==> config.mk <==
export PLATFORM = sky130hd
export DESIGN_NAME = fixed_partition_fit_allocator_core
export DESIGN_NICKNAME = d
export VERILOG_FILES = /design/src/sv/fpfa_pkg.sv /design/src/sv/fpfa_cell.sv /design/src/sv/fixed_partition_fit_allocator_core.sv
export VERILOG_INCLUDE_DIRS = /design/src /design/src/sv
export SDC_FILE = /design/constraint.sdc
export NUM_CORES = 2
export LEC_CHECK = 0
export ABC_AREA = 1
export BUFFER_PORTS_ARGS = -buffer_cell sky130_fd_sc_hd__buf_2
export CAP_MARGIN = 0
export CORE_MARGIN = 8
export CORE_UTILIZATION = 35
export CTS_CLUSTER_SIZE = 20
export DETAILED_ROUTE_END_ITERATION = 10
export GPL_ROUTABILITY_DRIVEN = 0
export PLACE_DENSITY = 0.5
export SYNTH_ARGS = -nofsm -noshare
export SYNTH_HDL_FRONTEND = slang
export SYNTH_SLANG_ARGS = --single-unit
==> constraint.sdc <==
create_clock -name clk_i -period 16.9 [get_ports clk_i]
set_input_delay 0.845 -clock clk_i [delete_from_list [all_inputs] [get_ports clk_i]]
set_output_delay 0.845 -clock clk_i [all_outputs]
set_load 0.005 [all_outputs]
==> src/sv/fixed_partition_fit_allocator_core_defines.svh <==
// Assertion macros for the fixed-partition allocator core.
// No dependencies; the including module must provide clk_i and rst_ni.
`ifndef FIXED_PARTITION_FIT_ALLOCATOR_CORE_DEFINES_SVH
`define FIXED_PARTITION_FIT_ALLOCATOR_CORE_DEFINES_SVH

// Same-cycle implication, disabled while in reset.
`define FPFA_ASSERT_IMPL(lbl, ante, cons, msg) \
  lbl: assert property (@(posedge clk_i) disable iff (!rst_ni) (ante) |-> (cons)) \
    else $error(msg);

// Next-cycle implication, disabled while in reset.
`define FPFA_ASSERT_NEXT(lbl, ante, cons, msg) \
  lbl: assert property (@(posedge clk_i) disable iff (!rst_ni) (ante) |=> (cons)) \
    else $error(msg);

`endif

==> src/sv/fpfa_pkg.sv <==
// Shared types and constants for the fixed-partition allocator.
// No dependencies.
package fpfa_pkg;

  localparam int unsigned DataW  = 12;
  localparam int unsigned IdW    = 8;
  localparam int unsigned ModeW  = 2;
  localparam int unsigned StatW  = 2;
  localparam int unsigned BlkW   = 5;
  // Cell index and partition count, sized for the largest supported table (64)
  localparam int unsigned CellIdxW = 6;
  localparam int unsigned CellCntW = 7;

  // Command op codes
  localparam logic OpDefine = 1'b0;
  localparam logic OpPlace  = 1'b1;

  // Placement policies
  localparam logic [ModeW-1:0] FitFirst = 2'd0;
  localparam logic [ModeW-1:0] FitBest  = 2'd1;
  localparam logic [ModeW-1:0] FitWorst = 2'd2;

  // Result status codes
  localparam logic [StatW-1:0] StOk    = 2'd0;
  localparam logic [StatW-1:0] StNoMem = 2'd1;
  localparam logic [StatW-1:0] StNoFit = 2'd2;
  localparam logic [StatW-1:0] StFull  = 2'd3;

  // Register indexes
  localparam logic [1:0] CfgFitMode  = 2'd0;
  localparam logic [1:0] CfgTotalMem = 2'd1;
  localparam logic [1:0] CfgOsRsvd   = 2'd2;

  // Search token handed from cell to cell
  typedef struct packed {
    logic                valid;
    logic [ModeW-1:0]    mode;
    logic [DataW-1:0]    req;
    logic                found;
    logic [CellIdxW-1:0] idx;
    logic [DataW-1:0]    gap;
    logic [DataW-1:0]    base;
    logic [DataW-1:0]    psize;
  } probe_t;

  // Broadcast entry update: partition define or job commit
  typedef struct packed {
    logic                def_we;
    logic                commit_we;
    logic [CellIdxW-1:0] idx;
    logic [DataW-1:0]    size;
    logic [DataW-1:0]    base;
    logic [IdW-1:0]      owner;
    logic [DataW-1:0]    leftover;
  } upd_t;

endpackage

==> src/sv/fpfa_cell.sv <==
// One partition-table entry plus one stage of the search chain.
// Depends on fpfa_pkg.
module fpfa_cell #(
  parameter int unsigned Idx = 0
) (
  input  logic                      clk_i,
  input  logic                      rst_ni,
  input  logic [fpfa_pkg::CellCntW-1:0] count_i,
  input  fpfa_pkg::upd_t            upd_i,
  input  fpfa_pkg::probe_t          probe_i,
  output fpfa_pkg::probe_t          probe_o
);

  logic [fpfa_pkg::DataW-1:0] size_q, base_q;
  logic                       busy_q;
  logic [fpfa_pkg::IdW-1:0]   owner_q;
  logic [fpfa_pkg::DataW-1:0] left_q;
  fpfa_pkg::probe_t           probe_q, probe_d;

  logic                       hit, fits, better;
  logic [fpfa_pkg::DataW-1:0] gap;

  assign hit  = (upd_i.idx == fpfa_pkg::CellIdxW'(Idx));
  assign fits = (fpfa_pkg::CellCntW'(Idx) < count_i) && !busy_q && (size_q >= probe_i.req);
  assign gap  = size_q - probe_i.req;

  always_comb begin
    unique case (probe_i.mode)
      fpfa_pkg::FitFirst: better = !probe_i.found;
      fpfa_pkg::FitBest:  better = !probe_i.found || (gap < probe_i.gap);
      fpfa_pkg::FitWorst: better = !probe_i.found || (gap > probe_i.gap);
      default:            better = 1'b0;
    endcase
  end

  always_comb begin
    probe_d = probe_i;
    if (fits && better) begin
      probe_d.found = 1'b1;
      probe_d.idx   = fpfa_pkg::CellIdxW'(Idx);
      probe_d.gap   = gap;
      probe_d.base  = base_q;
      probe_d.psize = size_q;
    end
  end

  always_ff @(posedge clk_i or negedge rst_ni) begin
    if (!rst_ni) begin
      probe_q <= '0;
    end else begin
      probe_q <= probe_d;
    end
  end

  // Size and base are only read once defined (guarded by count_i)
  always_ff @(posedge clk_i) begin
    if (upd_i.def_we && hit) begin
      size_q <= upd_i.size;
      base_q <= upd_i.base;
    end
  end

  always_ff @(posedge clk_i or negedge rst_ni) begin
    if (!rst_ni) begin
      busy_q  <= 1'b0;
      owner_q <= '0;
      left_q  <= '0;
    end else if (hit && (upd_i.def_we || upd_i.commit_we)) begin
      busy_q  <= upd_i.commit_we;
      owner_q <= upd_i.owner;
      left_q  <= upd_i.leftover;
    end
  end

  assign probe_o = probe_q;

endmodule

==> src/sv/fixed_partition_fit_allocator_core.sv <==
// Fixed-partition memory allocator, top level.
// Depends on fpfa_pkg, fpfa_cell and fixed_partition_fit_allocator_core_defines.svh.
//
// A beat is taken when start is high and busy is low. Op 0 defines the next
// partition right after the OS area and the earlier partitions; its result
// strobes on done_o in the cycle after the beat. Op 1 places a job: a search
// token walks the row of MAX_PARTITIONS cells, one cell per cycle, each cell
// holding one partition entry and applying first, best or worst fit; once the
// token leaves the last cell, the result is registered and strobes, and the
// chosen entry is marked busy at the same edge. busy stays high for the whole
// walk, so no new beat is taken until the job result is out; a define beat
// does not raise busy. done_o is high for exactly one cycle per beat and the
// receiver has no way to stall it; capture the result fields in that cycle.
// The user must write registers through cfg_we_i/cfg_idx_i/cfg_data_i only
// while no job is in flight; the block itself does not enforce this. Unknown
// indexes are ignored.
`include "fixed_partition_fit_allocator_core_defines.svh"

module fixed_partition_fit_allocator_core #(
  parameter int unsigned MAX_PARTITIONS = 16
) (
  input  logic                          clk_i,
  input  logic                          rst_ni,
  // command channel
  input  logic                          start,
  output logic                          busy,
  input  logic [0:0]                    op_i,
  input  logic [fpfa_pkg::DataW-1:0]    req_size_i,
  input  logic [fpfa_pkg::IdW-1:0]      job_id_i,
  // result strobe
  output logic                          done_o,
  output logic [fpfa_pkg::StatW-1:0]    status_o,
  output logic [fpfa_pkg::BlkW-1:0]     block_index_o,
  output logic [fpfa_pkg::DataW-1:0]    start_address_o,
  output logic [fpfa_pkg::DataW-1:0]    end_address_o,
  output logic [fpfa_pkg::DataW-1:0]    leftover_o,
  // register write port
  input  logic                          cfg_we_i,
  input  logic [1:0]                    cfg_idx_i,
  input  logic [fpfa_pkg::DataW-1:0]    cfg_data_i
);

  localparam int unsigned CntW = $clog2(MAX_PARTITIONS + 1);

  // Configuration registers
  logic [fpfa_pkg::ModeW-1:0] fit_mode_q;
  logic [fpfa_pkg::DataW-1:0] total_mem_q, os_rsvd_q;

  // Table bookkeeping
  logic [CntW-1:0]            part_count_q;
  logic [fpfa_pkg::DataW-1:0] alloc_sum_q;
  logic                       busy_q;
  logic [fpfa_pkg::IdW-1:0]   job_q;

  // Result registers
  logic                       done_q;
  logic [fpfa_pkg::StatW-1:0] status_q;
  logic [fpfa_pkg::BlkW-1:0]  blk_q;
  logic [fpfa_pkg::DataW-1:0] saddr_q, eaddr_q, left_q;

  logic                       accept, acc_def, acc_job;
  fpfa_pkg::probe_t           chain [MAX_PARTITIONS+1];
  fpfa_pkg::probe_t           tail;
  fpfa_pkg::upd_t             upd;

  // Define-path checks
  logic [fpfa_pkg::DataW:0]   used;
  logic [fpfa_pkg::DataW:0]   remain;
  logic                       size_bad, table_full;

  assign accept  = start && !busy_q;
  assign acc_def = accept && (op_i == fpfa_pkg::OpDefine);
  assign acc_job = accept && (op_i == fpfa_pkg::OpPlace);

  assign used       = {1'b0, os_rsvd_q} + {1'b0, alloc_sum_q};
  assign remain     = ({1'b0, total_mem_q} > used) ? ({1'b0, total_mem_q} - used) : '0;
  assign size_bad   = (req_size_i == '0) || ({1'b0, req_size_i} > remain);
  assign table_full = (part_count_q == CntW'(MAX_PARTITIONS));

  // Search token enters cell 0 on a job beat
  always_comb begin
    chain[0]       = '0;
    chain[0].valid = acc_job;
    chain[0].mode  = fit_mode_q;
    chain[0].req   = req_size_i;
  end

  for (genvar g = 0; g < MAX_PARTITIONS; g++) begin : g_cell
    fpfa_cell #(
      .Idx(g)
    ) u_cell (
      .clk_i   (clk_i),
      .rst_ni  (rst_ni),
      .count_i (fpfa_pkg::CellCntW'(part_count_q)),
      .upd_i   (upd),
      .probe_i (chain[g]),
      .probe_o (chain[g+1])
    );
  end

  assign tail = chain[MAX_PARTITIONS];

  // Entry update broadcast: define writes the next free slot, commit marks the winner
  always_comb begin
    upd           = '0;
    upd.def_we    = acc_def && !size_bad && !table_full;
    upd.commit_we = tail.valid && tail.found;
    upd.size      = req_size_i;
    upd.base      = used[fpfa_pkg::DataW-1:0];
    if (tail.valid) begin
      upd.idx      = tail.idx;
      upd.owner    = job_q;
      upd.leftover = tail.gap;
    end else begin
      upd.idx      = fpfa_pkg::CellIdxW'(part_count_q);
    end
  end

  // Configuration writes
  always_ff @(posedge clk_i or negedge rst_ni) begin
    if (!rst_ni) begin
      fit_mode_q  <= fpfa_pkg::FitFirst;
      total_mem_q <= 12'd200;
      os_rsvd_q   <= 12'd20;
    end else if (cfg_we_i) begin
      unique case (cfg_idx_i)
        fpfa_pkg::CfgFitMode:  fit_mode_q  <= cfg_data_i[fpfa_pkg::ModeW-1:0];
        fpfa_pkg::CfgTotalMem: total_mem_q <= cfg_data_i;
        fpfa_pkg::CfgOsRsvd:   os_rsvd_q   <= cfg_data_i;
        default: ;
      endcase
    end
  end

  // Control: count, allocated sum, busy, job id capture
  always_ff @(posedge clk_i or negedge rst_ni) begin
    if (!rst_ni) begin
      part_count_q <= '0;
      alloc_sum_q  <= '0;
      busy_q       <= 1'b0;
      job_q        <= '0;
    end else begin
      if (upd.def_we) begin
        part_count_q <= part_count_q + CntW'(1);
        alloc_sum_q  <= alloc_sum_q + req_size_i;
      end
      if (acc_job) begin
        busy_q <= 1'b1;
        job_q  <= job_id_i;
      end else if (tail.valid) begin
        busy_q <= 1'b0;
      end
    end
  end

  // Result beat
  always_ff @(posedge clk_i or negedge rst_ni) begin
    if (!rst_ni) begin
      done_q <= 1'b0;
    end else begin
      done_q <= acc_def || tail.valid;
    end
  end

  always_ff @(posedge clk_i) begin
    if (tail.valid) begin
      if (tail.found) begin
        status_q <= fpfa_pkg::StOk;
        blk_q    <= fpfa_pkg::BlkW'(32'(tail.idx) + 32'd1);
        saddr_q  <= tail.base;
        eaddr_q  <= tail.base + tail.psize - 12'd1;
        left_q   <= tail.gap;
      end else begin
        status_q <= fpfa_pkg::StNoFit;
        blk_q    <= '0;
        saddr_q  <= '0;
        eaddr_q  <= '0;
        left_q   <= '0;
      end
    end else if (acc_def) begin
      left_q <= '0;
      priority if (size_bad) begin
        status_q <= fpfa_pkg::StNoMem;
        blk_q    <= '0;
        saddr_q  <= '0;
        eaddr_q  <= '0;
      end else if (table_full) begin
        status_q <= fpfa_pkg::StFull;
        blk_q    <= '0;
        saddr_q  <= '0;
        eaddr_q  <= '0;
      end else begin
        status_q <= fpfa_pkg::StOk;
        blk_q    <= fpfa_pkg::BlkW'(32'(part_count_q) + 32'd1);
        saddr_q  <= used[fpfa_pkg::DataW-1:0];
        eaddr_q  <= used[fpfa_pkg::DataW-1:0] + req_size_i - 12'd1;
      end
    end
  end

  assign busy            = busy_q;
  assign done_o          = done_q;
  assign status_o        = status_q;
  assign block_index_o   = blk_q;
  assign start_address_o = saddr_q;
  assign end_address_o   = eaddr_q;
  assign leftover_o      = left_q;

  // Checks
  `FPFA_ASSERT_IMPL(a_no_done_while_busy, done_q, !busy_q, "result beat while job in flight")
  `FPFA_ASSERT_NEXT(a_job_sets_busy, acc_job, busy_q, "job beat did not raise busy")
  `FPFA_ASSERT_NEXT(a_tail_gives_done, tail.valid, done_q && !busy_q, "search end gave no result")
  `FPFA_ASSERT_IMPL(a_count_bound, 1'b1, part_count_q <= CntW'(MAX_PARTITIONS), "count overflow")

endmodule
==> results.cfg <==
[power_and_ir_drop]
power.density_nw_per_um2 = 105
seqPwrFrac_pct = 47.2
p_sw_mw = 1.85
combPwrFrac_pct = 9.6
intPower_mw = 5.56
switching_share_pct = 25.0
clkPwrFrac_pct = 43.2
ir_worst_vdd_mv = 0.0995
power.leakage_nw = 34.1

[timing]
max_slew_margin_pct = 23.5
min_period_over_period_pct = 41.7
slew_viol_final = 0
finalHoldViolations = 0
min_period_ps = 7050
tightest_slew_ps = 1150
clock.fmax_ghz = 0.142
fin_tns_setup_ps = 0
setup_viol = 0
finalWorstSetupSlack_ps = 9850
finClkSkew_ps = 30.8
rsz0062_at_grt = false

[logic_synthesis]
yosys.area.top_type_share_pct = 37.1
yosysWarnings = 0
synth_commonest_cells = nand2_1, inv_1, dfrtp_1
synth_compound_area_share_pct = 7.88
synth_edf_count = 427
synth_xor_area_share_pct = 2.56
yosys.area_share.simple_pct = 14.0
yosysMostFrequentCell = nand2_1
async_flop_share_pct = 68.5
synth_top_family_by_area = simple AND/OR/NAND/NOR gates
synthesis.area_sq_um = 62300
syn_nets = 6762
avgSynthCellArea_sq_um = 10.1
synth_area_leader_cell = dfrtp_1
synth_seq_cells = 1355
synthDistinctLibCells = 60
syn_inst = 6196
synth_adder_area_share_pct = 10.8
synth-main-ff-cell = dfrtp_1
ys_seq_area_share_pct = 57.8
ys_top_cells_by_area = dfrtp_1, edfxtp_1, ha_1
synth_mux_area_share_pct = 0

[die]
start_util_pct = 35.1
boundaryPins = 84
rows = 155
die_w_um = 438
coreArea_sq_um = 178000
fp.dieArea_sq_um = 192000
die_y_um = 438

[clock_network]
cts_max_path_buffers = 3
clock_sinks = 1355
cts_root_buf = clkbuf_16
ctsHtreeMaxLevel = 4
cts_tree = done
clk_latency_ps = 780
holdBufCountCts = 0
path_clk_slew_ps = 60
cts_made_buffers = 148
postCtsSetupRepairBufs = 0
cts-resized-gates = 0

[global_route]
antenna_found_initial = 15
grt_max_degree = 154
grt_use_total_pct = 16.5
grt-ovfl-total = 0
grt_pass1_vias = 41600
grt_pass1_wl_mm = 245

[flow_run]
cap_violations = 0

[layout]
fillerInstances = 17500
multiInputGateArea_sq_um = 22100
area_delta_synth_final_pct = 13.1
drive_gt1_share_pct = 7.39
finalNetCount = 6922
regArea_sq_um = 36100

[setup_path]
arrival_ps = 7440
critical-path-top-cell-by-count = nand2_1
worstPathRequired_ps = 17290
cp-end-kind = flop
criticalPathCategory = flop to flop
cp_slowest_cell = nor2_4
path_max_fanout = 41
max_stage_delay_ps = 730
start_kind = flop

[place]
pre_cts_slack_ps = 9850
dp_hpwl_mm = 113
port-buffer-count = 75

[routing]
vias = 40800
wire_per_inst_um = 18.0
dr.pass1.iters = 5
totalWireLength_mm = 159
drt_iter0_markers = 2945
ant_nets = 0
route.detailed.drc = 0
via_per_inst = 4.61

[status]
status = complete, no violations

[min_path]
min_path_type = input port to async pin
per-layer routing:
layer  track usage [%]  part of all wire, %
met1              21.9                   45
met2              28.1                   48
met3              2.58                  4.8
met4              4.71                  2.5
met5                 0               0.0069
kinds of logic (layout without fill, tap and decap cells):
| family | after synthesis | after routing |
|---|---|---|
| xor+xnor | 182 | 182 |
| compound gates | 881 | 881 |
| flops | 1355 | 1355 |
| fa+ha+maj | 527 | 527 |
| simple gates | 2152 | 2152 |
| buf+inv | 1099 | 1385 |
| other cells | 0 | 3 |
critical path: cells and delay by family, from the launching register on:
| kind | cells | cell delay [ps] |
|---|---|---|
| xor gates and xnor gates | 1 | 160 |
| DFF | 1 | 390 |
| AOI/OAI and AO/OA | 7 | 870 |
| buffers and inverters | 4 | 1140 |
| and+or+nand+nor | 19 | 2680 |
| adders and majority gates | 4 | 1400 |
cell type report:
cell class	count	share of cell area (%)
Inverter	963	5.13
Timing Repair Buffer	146	1.32
Sequential cell	1355	51.1
Antenna cell	3	0.0107
Clock inverter	54	0.689
Tap cell	2355	4.18
Multi-Input combinational cell	3742	31.4
Clock buffer	222	6.17
power by group through the flow:
stage | Sequential [mW] | Combinational, mW | Clock [mW]
floorplan | 3.54 | 0.466 | 0
global placement | 3.56 | 0.700 | 0
detailed placement | 3.56 | 0.714 | 0
CTS | 3.50 | 0.719 | 3.29
global route | 3.50 | 0.817 | 3.42
finish | 3.50 | 0.712 | 3.20
stage by stage:
stage	util (%)	cell area, sq um	hold WS [ps]	instances	power [mW]
after CTS	39.7	70500	62.6	8837	7.51
after global routing	39.7	70500	105	8837	7.74
after global placement	37.0	65600	333	8561	4.26
final	39.7	70500	86.1	8840	7.41
after floorplan	-	62300	331	6196	4.01
after detailed placement	37.0	65600	335	8561	4.27
path summary, 6_finish.rpt:
kind / startpoint / endpoint / slack [ps] / depth (start not counted)
worst min register to register: g_cell[7].u_cell.probe_o[57]$_DFF_PN0_ / g_cell[8].u_cell.probe_o[57]$_DFF_PN0_ / 350 / 0
worst min-delay path: rst_ni / g_cell[10].u_cell.probe_o[24]$_DFF_PN0_ / 90 / 1
max in group asynchronous: rst_ni / g_cell[5].u_cell.probe_o[57]$_DFF_PN0_ / 13650 / 4
worst max-delay path: os_rsvd_q[0]$_DFFE_PN0P_ / g_cell[10].u_cell.size_q[2]$_DFFE_PP_ / 9850 / 35
worst max register to register: os_rsvd_q[0]$_DFFE_PN0P_ / g_cell[10].u_cell.size_q[2]$_DFFE_PP_ / 9850 / 35
min in group clk_i: cfg_data_i[7] / total_mem_q[7]$_DFFE_PN1P_ / 330 / 3
state kept, by name, indices dropped and copies added, names as in the netlist, 2 cells and up:
| register | flops |
|---|---|
| g_cell.u_cell.probe_o | 867 |
| g_cell.u_cell.base_q | 192 |
| g_cell.u_cell.size_q | 192 |
| g_cell.u_cell.busy_q | 16 |
| alloc_sum_q | 12 |
| end_address_o | 12 |
| leftover_o | 12 |
| os_rsvd_q | 12 |
| start_address_o | 12 |
| total_mem_q | 12 |
| block_index_o | 5 |
| part_count_q | 5 |
| fit_mode_q | 2 |
| status_o | 2 |
cell usage in the layout (no fill, tap or decap), types with 16 or more instances in the layout:
cell type  netlist  layout
buf_4           13      70
ha_1           506     506
or2_2           35      35
nand2_1       1638    1638
inv_1          953     953
fa_1            21      21
clkbuf_8         0      22
xnor2_1         40      39
nor4_1          19      19
nor3_1          43      43
o21bai_2        16      16
nand4_1         47      47
dfrtp_1        923     923
o21ai_0        352     351
nor2_2           2      16
a21o_1          21      21
o21ai_1         53      53
nor2_1         187     171
nand3_1        150     150
xor2_1         142     140
o21bai_1        36      36
a31oi_1         19      19
a21oi_1        311     311
buf_2           48      74
edfxtp_1       427     427
clkbuf_16        0     155
clkinv_2         0      22
clkbuf_1        69      45
No activity file was read; power rests on OpenSTA's default activity.
